**config.mk**
```make
export PLATFORM = sky130hd
export DESIGN_NAME = unsigned_to_ascii_digits
export DESIGN_NICKNAME = d
export VERILOG_FILES = /design/src/design/u2a_pkg.sv /design/src/design/u2a_front.sv /design/src/design/u2a_back.sv /design/src/design/unsigned_to_ascii_digits.sv
export VERILOG_INCLUDE_DIRS = /design/src /design/src/design
export SDC_FILE = /design/constraint.sdc
export NUM_CORES = 1
export LEC_CHECK = 0
export BUFFER_PORTS_ARGS = -buffer_cell sky130_fd_sc_hd__buf_2
export CORE_MARGIN = 3
export CORE_UTILIZATION = 40
export DETAILED_ROUTE_END_ITERATION = 10
export HOLD_SLACK_MARGIN = 0.15
export PLACE_DENSITY_LB_ADDON = 0.12
export SYNTH_ARGS = -nofsm -noshare
export SYNTH_HDL_FRONTEND = slang
export SYNTH_SLANG_ARGS = --single-unit
```
**constraint.sdc**
```tcl
create_clock -name clk -period 21.3 [get_ports clk]
set_input_delay 2.13 -clock clk [delete_from_list [all_inputs] [get_ports clk]]
set_output_delay 2.13 -clock clk [all_outputs]
set_load 0.03 [all_outputs]
```
**src/design/unsigned_to_ascii_digits_assert.svh**
```systemverilog
// ----------------------------------------------------------------------------
// Assertion macros for the binary to ASCII digit converter
// Concurrent checks clocked on clk and held off while arst_n is low.
// ----------------------------------------------------------------------------
`ifndef UNSIGNED_TO_ASCII_DIGITS_ASSERT_SVH
`define UNSIGNED_TO_ASCII_DIGITS_ASSERT_SVH

`ifndef SYNTHESIS
// same-cycle implication
`define U2A_ASSERT_SAME(label, ante, cons) \
	label: assert property (@(posedge clk) disable iff (!arst_n) (ante) |-> (cons)) \
		else $error("assertion failed: same-cycle check");
// next-cycle implication
`define U2A_ASSERT_NEXT(label, ante, cons) \
	label: assert property (@(posedge clk) disable iff (!arst_n) (ante) |=> (cons)) \
		else $error("assertion failed: next-cycle check");
`else
`define U2A_ASSERT_SAME(label, ante, cons)
`define U2A_ASSERT_NEXT(label, ante, cons)
`endif

`endif

```
**src/design/u2a_pkg.sv**
```systemverilog
// ----------------------------------------------------------------------------
// u2a_pkg
// Shared types, constants and helper functions of the digit converter.
// ----------------------------------------------------------------------------
`default_nettype none

package u2a_pkg;

	// field widths
	localparam int VALUE_W = 64;
	localparam int CMD_W   = 2;
	localparam int CHAR_W  = 7;

	// radix commands
	localparam logic [CMD_W-1:0] CMD_DEC       = 2'd0;
	localparam logic [CMD_W-1:0] CMD_HEX_LOWER = 2'd1;
	localparam logic [CMD_W-1:0] CMD_HEX_UPPER = 2'd2;
	localparam logic [CMD_W-1:0] CMD_RSVD      = 2'd3;

	// ASCII anchors
	localparam logic [CHAR_W-1:0] CHAR_ZERO    = 7'h30;
	localparam logic [CHAR_W-1:0] CHAR_LOWER_A = 7'h61;
	localparam logic [CHAR_W-1:0] CHAR_UPPER_A = 7'h41;

	// BCD register: 20 decimal digits cover 2^64-1
	localparam int NUM_DIGITS = 20;
	localparam int DIGIT_W    = 4;
	localparam int BCD_W      = NUM_DIGITS * DIGIT_W;
	localparam int POS_W      = $clog2(NUM_DIGITS);

	// double dabble: one byte of the value per cycle
	localparam int BITS_PER_STEP = 8;
	localparam int CONV_STEPS    = VALUE_W / BITS_PER_STEP;
	localparam int STEP_W        = $clog2(CONV_STEPS);

	// default depth of the queue between front and back
	localparam int QUEUE_DEPTH = 2;

	// classified item handed from front to back
	typedef struct packed {
		logic               hex;
		logic               upper;
		logic [VALUE_W-1:0] value;
	} item_t;

	// back-end sequencer
	typedef enum logic [1:0] {
		ST_IDLE,
		ST_CONV,
		ST_FIND,
		ST_EMIT
	} back_state_t;

	// eight shift-add-3 steps, MSB of the byte first
	function automatic logic [BCD_W-1:0] dabble_byte(input logic [BCD_W-1:0] bcd_in,
		input logic [BITS_PER_STEP-1:0] bits);
		logic [BCD_W-1:0] bcd;
		bcd = bcd_in;
		for (int b = BITS_PER_STEP - 1; b >= 0; b--) begin
			for (int j = 0; j < NUM_DIGITS; j++) begin
				if (bcd[j*DIGIT_W +: DIGIT_W] >= 4'd5) begin
					bcd[j*DIGIT_W +: DIGIT_W] = bcd[j*DIGIT_W +: DIGIT_W] + 4'd3;
				end
			end
			bcd = {bcd[BCD_W-2:0], bits[b]};
		end
		return bcd;
	endfunction

	// index of the most significant nonzero digit, 0 when all are zero
	function automatic logic [POS_W-1:0] msd_index(input logic [BCD_W-1:0] bcd);
		logic [POS_W-1:0] idx;
		idx = '0;
		for (int j = 0; j < NUM_DIGITS; j++) begin
			if (bcd[j*DIGIT_W +: DIGIT_W] != '0) begin
				idx = POS_W'(j);
			end
		end
		return idx;
	endfunction

	// one digit to its ASCII code
	function automatic logic [CHAR_W-1:0] digit_to_ascii(input logic [DIGIT_W-1:0] d,
		input logic upper);
		logic [CHAR_W-1:0] c;
		if (d < 4'd10) begin
			c = CHAR_ZERO + {3'b000, d};
		end else if (upper) begin
			c = CHAR_UPPER_A + {3'b000, d - 4'd10};
		end else begin
			c = CHAR_LOWER_A + {3'b000, d - 4'd10};
		end
		return c;
	endfunction

endpackage

`default_nettype wire

```
**src/design/u2a_front.sv**
```systemverilog
// ----------------------------------------------------------------------------
// u2a_front
// Accepts input transfers, decodes the radix command and queues the items.
// ----------------------------------------------------------------------------
`default_nettype none

module u2a_front #(
	parameter int QueueDepth = u2a_pkg::QUEUE_DEPTH
) (
	input  wire                            clk,
	input  wire                            arst_n,
	input  wire                            s_tvalid,
	output logic                           s_tready,
	input  wire  [u2a_pkg::VALUE_W-1:0]    s_tdata,  // [63:0] value
	input  wire  [u2a_pkg::CMD_W-1:0]      s_tuser,  // [1:0] cmd
	output u2a_pkg::item_t                 q_item,
	output logic                           q_valid,
	input  wire                            q_ready
);

	localparam int PTR_W = $clog2(QueueDepth);
	localparam int CNT_W = $clog2(QueueDepth + 1);

	u2a_pkg::item_t     mem_q [QueueDepth];
	logic [PTR_W-1:0]   wr_ptr_q;
	logic [PTR_W-1:0]   rd_ptr_q;
	logic [CNT_W-1:0]   count_q;
	u2a_pkg::item_t     item_in;
	logic               push;
	logic               pop;

	// radix decode; the undefined code falls in with upper-case hex
	always_comb begin
		item_in.value = s_tdata;
		unique case (s_tuser) inside
			u2a_pkg::CMD_DEC: begin
				item_in.hex   = 1'b0;
				item_in.upper = 1'b0;
			end
			u2a_pkg::CMD_HEX_LOWER: begin
				item_in.hex   = 1'b1;
				item_in.upper = 1'b0;
			end
			u2a_pkg::CMD_HEX_UPPER, u2a_pkg::CMD_RSVD: begin
				item_in.hex   = 1'b1;
				item_in.upper = 1'b1;
			end
		endcase
	end

	// handshake
	assign s_tready = (count_q != CNT_W'(QueueDepth));
	assign q_valid  = (count_q != '0);
	assign push     = s_tvalid && s_tready;
	assign pop      = q_valid && q_ready;
	assign q_item   = mem_q[rd_ptr_q];

	// queue storage
	always_ff @(posedge clk) begin
		if (push) begin
			mem_q[wr_ptr_q] <= item_in;
		end
	end

	// pointers and fill count
	always_ff @(posedge clk or negedge arst_n) begin
		if (!arst_n) begin
			wr_ptr_q <= '0;
			rd_ptr_q <= '0;
			count_q  <= '0;
		end else begin
			if (push) begin
				wr_ptr_q <= (wr_ptr_q == PTR_W'(QueueDepth - 1)) ? '0 : wr_ptr_q + 1'b1;
			end
			if (pop) begin
				rd_ptr_q <= (rd_ptr_q == PTR_W'(QueueDepth - 1)) ? '0 : rd_ptr_q + 1'b1;
			end
			if (push && !pop) begin
				count_q <= count_q + 1'b1;
			end else if (pop && !push) begin
				count_q <= count_q - 1'b1;
			end
		end
	end

endmodule

`default_nettype wire

```
**src/design/u2a_back.sv**
```systemverilog
// ----------------------------------------------------------------------------
// u2a_back
// Converts one queued item to digits and sends them out, MSD first.
// ----------------------------------------------------------------------------
`default_nettype none

module u2a_back (
	input  wire                          clk,
	input  wire                          arst_n,
	input  u2a_pkg::item_t               q_item,
	input  wire                          q_valid,
	output logic                         q_ready,
	output logic                         m_tvalid,
	input  wire                          m_tready,
	output logic [7:0]                   m_tdata,  // [6:0] digit_char, [7] zero
	output logic                         m_tlast   // last
);

	u2a_pkg::back_state_t               state_q;
	u2a_pkg::back_state_t               state_d;
	logic [u2a_pkg::VALUE_W-1:0]        bin_q;
	logic [u2a_pkg::BCD_W-1:0]          bcd_q;
	logic                               upper_q;
	logic [u2a_pkg::STEP_W-1:0]         step_q;
	logic [u2a_pkg::POS_W-1:0]          pos_q;
	logic [u2a_pkg::CHAR_W-1:0]         out_char_q;
	logic                               out_last_q;
	logic                               out_valid_q;
	logic                               emit_fire;
	logic                               conv_done;

	assign conv_done = (step_q == u2a_pkg::STEP_W'(u2a_pkg::CONV_STEPS - 1));

	// next state
	always_comb begin
		state_d = state_q;
		unique case (state_q)
			u2a_pkg::ST_IDLE: begin
				if (q_valid) begin
					state_d = q_item.hex ? u2a_pkg::ST_FIND : u2a_pkg::ST_CONV;
				end
			end
			u2a_pkg::ST_CONV: begin
				if (conv_done) begin
					state_d = u2a_pkg::ST_FIND;
				end
			end
			u2a_pkg::ST_FIND: begin
				state_d = u2a_pkg::ST_EMIT;
			end
			u2a_pkg::ST_EMIT: begin
				if (emit_fire && (pos_q == '0)) begin
					state_d = u2a_pkg::ST_IDLE;
				end
			end
			default: begin
				state_d = u2a_pkg::ST_IDLE;
			end
		endcase
	end

	// state outputs
	always_comb begin
		q_ready   = (state_q == u2a_pkg::ST_IDLE);
		emit_fire = (state_q == u2a_pkg::ST_EMIT) && (!out_valid_q || m_tready);
	end

	// control registers
	always_ff @(posedge clk or negedge arst_n) begin
		if (!arst_n) begin
			state_q     <= u2a_pkg::ST_IDLE;
			out_valid_q <= 1'b0;
		end else begin
			state_q <= state_d;
			if (emit_fire) begin
				out_valid_q <= 1'b1;
			end else if (m_tready) begin
				out_valid_q <= 1'b0;
			end
		end
	end

	// datapath: load, byte-wise double dabble, digit search, emit
	always_ff @(posedge clk) begin
		case (state_q)
			u2a_pkg::ST_IDLE: begin
				if (q_valid) begin
					upper_q <= q_item.upper;
					bin_q   <= q_item.value;
					step_q  <= '0;
					// hex nibbles are already the digits
					bcd_q   <= q_item.hex ?
						{{(u2a_pkg::BCD_W - u2a_pkg::VALUE_W){1'b0}}, q_item.value} : '0;
				end
			end
			u2a_pkg::ST_CONV: begin
				bcd_q  <= u2a_pkg::dabble_byte(bcd_q,
					bin_q[u2a_pkg::VALUE_W-1 -: u2a_pkg::BITS_PER_STEP]);
				bin_q  <= bin_q << u2a_pkg::BITS_PER_STEP;
				step_q <= step_q + 1'b1;
			end
			u2a_pkg::ST_FIND: begin
				pos_q <= u2a_pkg::msd_index(bcd_q);
			end
			u2a_pkg::ST_EMIT: begin
				if (emit_fire) begin
					out_char_q <= u2a_pkg::digit_to_ascii(
						bcd_q[{pos_q, 2'b00} +: u2a_pkg::DIGIT_W], upper_q);
					out_last_q <= (pos_q == '0);
					pos_q      <= pos_q - 1'b1;
				end
			end
			default: ;
		endcase
	end

	assign m_tvalid = out_valid_q;
	assign m_tdata  = {1'b0, out_char_q};
	assign m_tlast  = out_last_q;

endmodule

`default_nettype wire

```
**src/design/unsigned_to_ascii_digits.sv**
```systemverilog
// ----------------------------------------------------------------------------
// unsigned_to_ascii_digits
// 64-bit unsigned value to ASCII decimal or hex digits, MSD first.
// ----------------------------------------------------------------------------
//  channel  | dir | tdata             | tuser     | tlast
//  s_*      | in  | [63:0] value      | [1:0] cmd | -
//  m_*      | out | [6:0] digit_char  | -         | last
//
// Decimal items pass through the back end as load, byte-wise double dabble,
// digit search and emission of one character per cycle while m_tready allows;
// hex items skip the double dabble. A number has 1 to 20 decimal or 1 to 16 hex characters.
// The front queue (QueueDepth items) takes new transfers while the back works.
// A stalled m_tready holds the output register and pauses character emission.
// arst_n clears the queue, the sequencer and the output valid.
// ----------------------------------------------------------------------------
`default_nettype none

`include "unsigned_to_ascii_digits_assert.svh"

module unsigned_to_ascii_digits #(
	parameter int QueueDepth = u2a_pkg::QUEUE_DEPTH
) (
	input  wire                          clk,
	input  wire                          arst_n,
	input  wire                          s_tvalid,
	output logic                         s_tready,
	input  wire  [u2a_pkg::VALUE_W-1:0]  s_tdata,  // [63:0] value
	input  wire  [u2a_pkg::CMD_W-1:0]    s_tuser,  // [1:0] cmd
	output logic                         m_tvalid,
	input  wire                          m_tready,
	output logic [7:0]                   m_tdata,  // [6:0] digit_char, [7] zero
	output logic                         m_tlast   // last
);

	u2a_pkg::item_t q_item;
	logic           q_valid;
	logic           q_ready;

	// accept and classify
	u2a_front #(
		.QueueDepth(QueueDepth)
	) u_front (
		.clk      (clk),
		.arst_n   (arst_n),
		.s_tvalid (s_tvalid),
		.s_tready (s_tready),
		.s_tdata  (s_tdata),
		.s_tuser  (s_tuser),
		.q_item   (q_item),
		.q_valid  (q_valid),
		.q_ready  (q_ready)
	);

	// convert and emit
	u2a_back u_back (
		.clk      (clk),
		.arst_n   (arst_n),
		.q_item   (q_item),
		.q_valid  (q_valid),
		.q_ready  (q_ready),
		.m_tvalid (m_tvalid),
		.m_tready (m_tready),
		.m_tdata  (m_tdata),
		.m_tlast  (m_tlast)
	);

	// a full queue is never empty
	`U2A_ASSERT_SAME(a_full_has_item, !s_tready, q_valid)
	// the back end is busy right after taking an item
	`U2A_ASSERT_NEXT(a_take_then_busy, q_valid && q_ready, !q_ready)
	// every character out is a digit of one of the radices
	`U2A_ASSERT_SAME(a_char_is_digit, m_tvalid, (m_tdata >= 8'h30 && m_tdata <= 8'h39) || (m_tdata >= 8'h41 && m_tdata <= 8'h46) || (m_tdata >= 8'h61 && m_tdata <= 8'h66))

endmodule

`default_nettype wire

```
# Word level (Yosys, flattened, before mapping)
# Memories as Yosys holds them, arrays and structs flattened.
# Cells that the tools add are included.
# totals
n_memories	1
mem_bits_rw	132
output_inout_bits	11
wordCells	744
reg_bits	168
inputBits	70
# memory_table
name	depth	word_bits	read_ports	rd_ports_with_merged_regs	write_ports	line	source
u_front.mem_q	2	66	1	0	1	u2a_front.sv:24	u2a_pkg::item_t mem_q [QueueDepth];
# op_classes
eq_ne	12
mux	344
n_shift	1
n_reduce_logical	43
order_cmp	161
addsub	170
# ops
cell	n
2-to-1 mux 4 bit	293
>= comparator 4 x 3 -> 1 bit (second input constant)	160
adder 4 x 2 -> 4 bit (second input constant)	152
one-hot mux 80 bit (2 select lines)	1
2-to-1 mux 64 bit	2
one-hot mux 64 bit (2 select lines)	1
2-to-1 mux 80 bit	1
variable part select 80 x 8 -> 4 bit	1
nonzero test 4 bit	19
2-to-1 mux 3 bit	20
2-to-1 mux 5 bit	5
adder 3 x 2 -> 3 bit (second input constant)	8
2-to-1 mux 2 bit	8
2-to-1 mux 7 bit	2
one-hot mux 5 bit (2 select lines)	1
nonzero test 2 bit	5
== test 2 bit (second input constant)	4
inequality test 2 x 1 -> 1 bit (second input constant)	4
one-hot mux 2 bit (4 select lines)	1
AND reduction 2 bit	4
adder 6 x 4 -> 7 bit (first input constant)	1
adder 6 x 5 -> 7 bit (first input constant)	1
adder 7 x 4 -> 7 bit (first input constant)	1
2-to-1 mux 1 bit	7
other kinds (19)	29

# Depth between registers and ports, before layout
# logic_depth
ltp_word	24
ltp_mapped	43
ltp_nobuf	43

# Cells and area by module
# Synthesis repeated with hierarchy kept, for this count alone.
# hier_totals
cells_unflattened	3810
hier_area_um2	33702.3
# by_module_without_submodules
module	area_each_um2	cells_per_inst	instances
u2a_back	28622.5	3585	1
u2a_front	5079.9	225	1

# Least setup slack after synthesis
# Ideal clock, no wire load.
# synth_timing
path_type	reg2reg
start	reg u_back.bcd_q[68] (netlist name)
end	reg u_back.bcd_q[74] (netlist name) (data pin)
path_stages_with_launch	43
arrival_ns	7.089
path_buffers	0
slack_ns	14.079
period_less_slack_ns	7.221
cell_sequence	edfxtp_1 -> inv_1 -> ha_1 -> nor2b_1 -> o21a_1 -> xnor2_1 -> inv_1 -> ha_1 -> nand2b_1 -> nand2_1 -> mux2i_1 -> inv_1 -> ha_1 -> nor2b_1 -> o311ai_1 -> o21ai_0 -> nand2_1 -> inv_1 -> [7 not listed] -> o21a_1 -> inv_1 -> ha_1 -> inv_1 -> o32ai_1 -> a31oi_1 -> nand2_1 -> xor2_1 -> ha_1 -> inv_1 -> a21o_1 -> a21oi_1 -> or2_1 -> inv_2 -> ha_1 -> or3_1 -> o2111ai_1 -> o2111a_1
# synth_via
elab_chain_cells	24
# synth_rtl
item	line	source
start, declared	u2a_back.sv:22	logic [u2a_pkg::BCD_W-1:0] bcd_q;
start signal, assigned	u2a_back.sv:92	bcd_q <= q_item.hex ?
start signal, assigned	u2a_back.sv:97	bcd_q <= u2a_pkg::dabble_byte(bcd_q,
adder 4 x 2 -> 4 bit / >= comparator 4 x 3 -> 1 bit (equally long branches)	u2a_pkg.sv:62, u2a_pkg.sv:61	
2-to-1 mux 4 bit *	u2a_pkg.sv:61	if (bcd[j*DIGIT_W +: DIGIT_W] >= 4'd5) begin
2-to-1 mux 4 bit *	u2a_back.sv:85	case (state_q)
adder 4 x 2 -> 4 bit / >= comparator 4 x 3 -> 1 bit (equally long branches)	u2a_pkg.sv:62, u2a_pkg.sv:61	
2-to-1 mux 4 bit	u2a_pkg.sv:61	
2-to-1 mux 4 bit	u2a_back.sv:85	
adder 4 x 2 -> 4 bit / >= comparator 4 x 3 -> 1 bit (equally long branches)	u2a_pkg.sv:62, u2a_pkg.sv:61	
2-to-1 mux 4 bit	u2a_pkg.sv:61	
[8 not listed]	--	
2-to-1 mux 4 bit	u2a_pkg.sv:61	
2-to-1 mux 4 bit	u2a_back.sv:85	
adder 4 x 2 -> 4 bit / >= comparator 4 x 3 -> 1 bit (equally long branches)	u2a_pkg.sv:62, u2a_pkg.sv:61	
2-to-1 mux 4 bit	u2a_pkg.sv:61	
2-to-1 mux 4 bit	u2a_back.sv:85	
adder 4 x 2 -> 4 bit / >= comparator 4 x 3 -> 1 bit (equally long branches)	u2a_pkg.sv:62, u2a_pkg.sv:61	
2-to-1 mux 4 bit *	u2a_pkg.sv:61	
one-hot mux 80 bit (2 select lines) *	u2a_back.sv:85	
# Every way passes the cells marked *; elsewhere a longest branch is shown, timed or not. The select of a mux whose other input is x is not followed.
# A chain may end at the register's enable or synchronous reset.

# Final worst setup path
# layout_timing
start	reg u_back.bcd_q[69] (netlist name)
end	reg u_back.bcd_q[74] (netlist name) (data pin)
# layout_via
elab_chain_cells	24
# layout_rtl
item	line
adder 4 x 2 -> 4 bit / >= comparator 4 x 3 -> 1 bit (equally long branches)	u2a_pkg.sv:62, u2a_pkg.sv:61
2-to-1 mux 4 bit *	u2a_pkg.sv:61
2-to-1 mux 4 bit *	u2a_back.sv:85
adder 4 x 2 -> 4 bit / >= comparator 4 x 3 -> 1 bit (equally long branches)	u2a_pkg.sv:62, u2a_pkg.sv:61
2-to-1 mux 4 bit	u2a_pkg.sv:61
2-to-1 mux 4 bit	u2a_back.sv:85
>= comparator 4 x 3 -> 1 bit / adder 4 x 2 -> 4 bit (equally long branches)	u2a_pkg.sv:61, u2a_pkg.sv:62
2-to-1 mux 4 bit	u2a_pkg.sv:61
[8 not listed]	--
2-to-1 mux 4 bit	u2a_pkg.sv:61
2-to-1 mux 4 bit	u2a_back.sv:85
adder 4 x 2 -> 4 bit / >= comparator 4 x 3 -> 1 bit (equally long branches)	u2a_pkg.sv:62, u2a_pkg.sv:61
2-to-1 mux 4 bit	u2a_pkg.sv:61
2-to-1 mux 4 bit	u2a_back.sv:85
adder 4 x 2 -> 4 bit / >= comparator 4 x 3 -> 1 bit (equally long branches)	u2a_pkg.sv:62, u2a_pkg.sv:61
2-to-1 mux 4 bit *	u2a_pkg.sv:61
one-hot mux 80 bit (2 select lines) *	u2a_back.sv:85
# Marks and branches as above.

==> impl_metrics.csv <==
group,metric,value,unit
clock_network,clk_pin_slew,0.07,ns
cells_and_area,areaGrowthSynthToFinish,8.39,%
worst_setup_path,worstPathRequired,21.74,ns
grt,grt_pass1_vias,27515,
yosys,syn-num-nets,4168,
yosys,syn-cell-area,0.0345,mm^2
clock_network,clockBufferDepth,3,
timing,tightest_slew,1.18,ns
die,num_rows,107,
timing,fmax,121,MHz
routing,drcViolationCount,0,
yosys,netlist_instances,3918,
routing,routed_wirelength,97.5,mm
clock_network,cts_setup_buffers,0,
yosys,yosysWarnings,0,
placed_design,dpl.hpwl,74.5,mm
yosys,synth_area_per_cell,8.80,um^2
clock_network,ctsResizeCount,0,
yosys,synth_ff_type,"edfxtp_1",
routing,drt_iter0_markers,2321,
grt,antenna_found_initial,3,
timing,setup_viol,0,
grt,overflow,0,
routing,wl_per_cell,19.1,um
cells_and_area,nets,4177,
timing,period_minus_slack,8.28,ns
timing,skew,0.0234,ns
worst_setup_path,crit_path_max_fanout,5,
timing,drv_slew,0,
routing,via_count,29945,
yosys,ys_ff_latch,300,
cells_and_area,nFillCells,8471,
clock_network,cts_sinks,300,
placed_design,port_buffers,79,
cells_and_area,drive_gt1_frac,0.164,
worst_setup_path,crit_path_start_kind,"flop",
die,dieHeight,300,um
clock_network,numCtsBuffers,42,
worst_hold_path,min_path_type,"reg -> reg",
routing,avgViaCountPerCell,5.87,
worst_setup_path,path_class,"reg -> reg",
grt,grt_pass1_wl,153,mm
worst_setup_path,cpPeakStageDelay,0.53,ns
timing,setup_ws,13.02,ns
yosys,synth_edf_count,293,
worst_setup_path,cp-end-kind,"flop",
timing,tns,0,ns
timing,rsz0062_at_grt,"false",
die,ios,81,
die,initial_core_util,0.404,
run,drv_cap,0,
timing,hold_viol_final,0,
clock_network,cts.hold.buffers_added,0,
routing,drt_pass1_iterations,5,
cells_and_area,antenna_cells,0,
placed_design,gp_congestion,0.857,
placed_design,dp_slack,13.16,ns
yosys,ys_async_sr_fraction,0.0233,
timing,whs,0.526,ns
clock_network,htree_levels,2,
grt,grtUsageTotal,0.211,
die,die_w,300,um
timing,fin_crit_sh,0.389,
clock_network,cts_tree,"done",
die,die_area,0.0897,mm^2
worst_setup_path,slowest_stage,"o311ai_1",
clock_network,clock_latency,0.59,ns
clock_network,root_buffer,"clkbuf_16",
yosys,ys_seq_area_frac,0.260,
routing,antenna_left,0,
worst_setup_path,worstPathArrival,8.72,ns
run_status,status,"completed",
timing,maxSlewHeadroom,0.216,
yosys,synth_cell_types,159,
grt,grt_max_degree,65,
die,core_region_area,0.0853,mm^2
final timing paths:
check | slack [ns] | from | endpoint | depth (start not counted)
worst max register to register | 13.02 | u_back.bcd_q[69] | u_back.bcd_q[74] | 42
worst min-delay path | 0.53 | u_front.count_q[1] | u_front.count_q[1] | 1
worst min register to register | 0.53 | u_front.count_q[1] | u_front.count_q[1] | 1
max in group asynchronous | 19.67 | arst_n | u_front.rd_ptr_q | 1
min in group asynchronous | 1.40 | arst_n | u_back.m_tvalid | 1
worst max-delay path | 13.02 | u_back.bcd_q[69] | u_back.bcd_q[74] | 42
metrics by stage:
| step | util | cell area [um^2] | instances |
|---|---|---|---|
| 2_1_floorplan | - | 34500 | 3918 |
| 3_3_place_gp | 0.421 | 35900 | 5027 |
| 3_5_place_dp | 0.421 | 35900 | 5027 |
| 4_1_cts | 0.438 | 37400 | 5104 |
| 5_1_grt | 0.438 | 37400 | 5104 |
| 6_report | 0.438 | 37400 | 5104 |
layer usage:
metal	up-vias	share of wire	GRT usage
li1	15044	-	-
met1	14247	0.50	0.309
met2	555	0.44	0.334
met3	97	0.040	0.0244
met4	2	0.020	0.0455
met5	-	0.00013	0
worst max-delay path: cells and delay by family, from the launching register on:
kind / cells / cell delay, ns
compound gates: 13 / 2.62
xor+xnor: 2 / 0.50
fa+ha+maj: 8 / 1.85
buf+inv: 9 / 0.86
flops: 1 / 0.45
mux: 1 / 0.36
simple gates: 9 / 1.55
cells in the mapped netlist (47+ instances only):
cell type	count	area (um^2)
nor2_1	308	1160
edfxtp_1	293	8800
nand2_1	268	1010
a21oi_1	242	1210
inv_1	234	878
ha_1	180	2250
o21ai_0	172	861
mux2i_1	162	1620
mux2_2	112	1260
nor3_1	106	531
nand3_1	104	521
o21ai_1	100	500
and2_1	72	450
clkbuf_1	63	236
nand2b_1	61	382
o211ai_1	59	443
a211oi_1	56	420
or3_1	50	313
a21o_1	49	368
xnor2_1	47	412
registers in the layout (all words and copies together) (netlist names):
name	flops
u_front.mem_q	132
u_back.bcd_q	80
u_back.bin_q	64
u_back.out_char_q	7
u_back.pos_q	5
u_back.step_q	3
u_back.state_q	2
u_front.count_q	2
u_back.m_tlast	1
u_back.m_tvalid	1
u_back.upper_q	1
u_front.rd_ptr_q	1
u_front.wr_ptr_q	1
cell usage in the layout, fill, tap and decap left out, drive strengths merged, types with 33 or more instances in the layout:
| master | instances |
|---|---|
| nor2 | 320 |
| edfxtp | 293 |
| o21ai | 281 |
| inv | 275 |
| nand2 | 271 |
| a21oi | 260 |
| ha | 180 |
| mux2i | 179 |
| mux2 | 120 |
| nor3 | 119 |
| nand3 | 106 |
| buf | 96 |
| o211ai | 76 |
| and2 | 75 |
| a211oi | 73 |
| xnor2 | 69 |
| or2 | 69 |
| nand2b | 63 |
| or3 | 54 |
| a21o | 50 |
| a31oi | 49 |
| and3 | 48 |
| clkbuf | 46 |
| nor2b | 43 |
| o21a | 41 |
| a211o | 41 |
| o31ai | 35 |
| nand3b | 33 |
cell type report:
type | count | area, um^2 | area share
clock buffer | 46 | 1090 | 0.0291
clock inverter | 31 | 388 | 0.0104
inverter | 266 | 1000 | 0.0269
multi-input combinational | 3221 | 23900 | 0.641
sequential | 300 | 8980 | 0.240
tap | 1144 | 1430 | 0.0383
timing repair buffer | 96 | 523 | 0.0140
cell families after synthesis:
group	Yosys count	synth area share
AND/OR/NAND/NOR	1311	0.199
AO/OA/AOI/OAI	1309	0.286
buffers and inverters	397	0.0463
multiplexers	323	0.111
flip-flops	300	0.260
adder cells (fa/ha/maj)	180	0.0654
XOR/XNOR	97	0.0313
other	1	0.000109
Power is not shown: default switching activity piles up to over one toggle a cycle in this logic, so the estimate is an artifact.
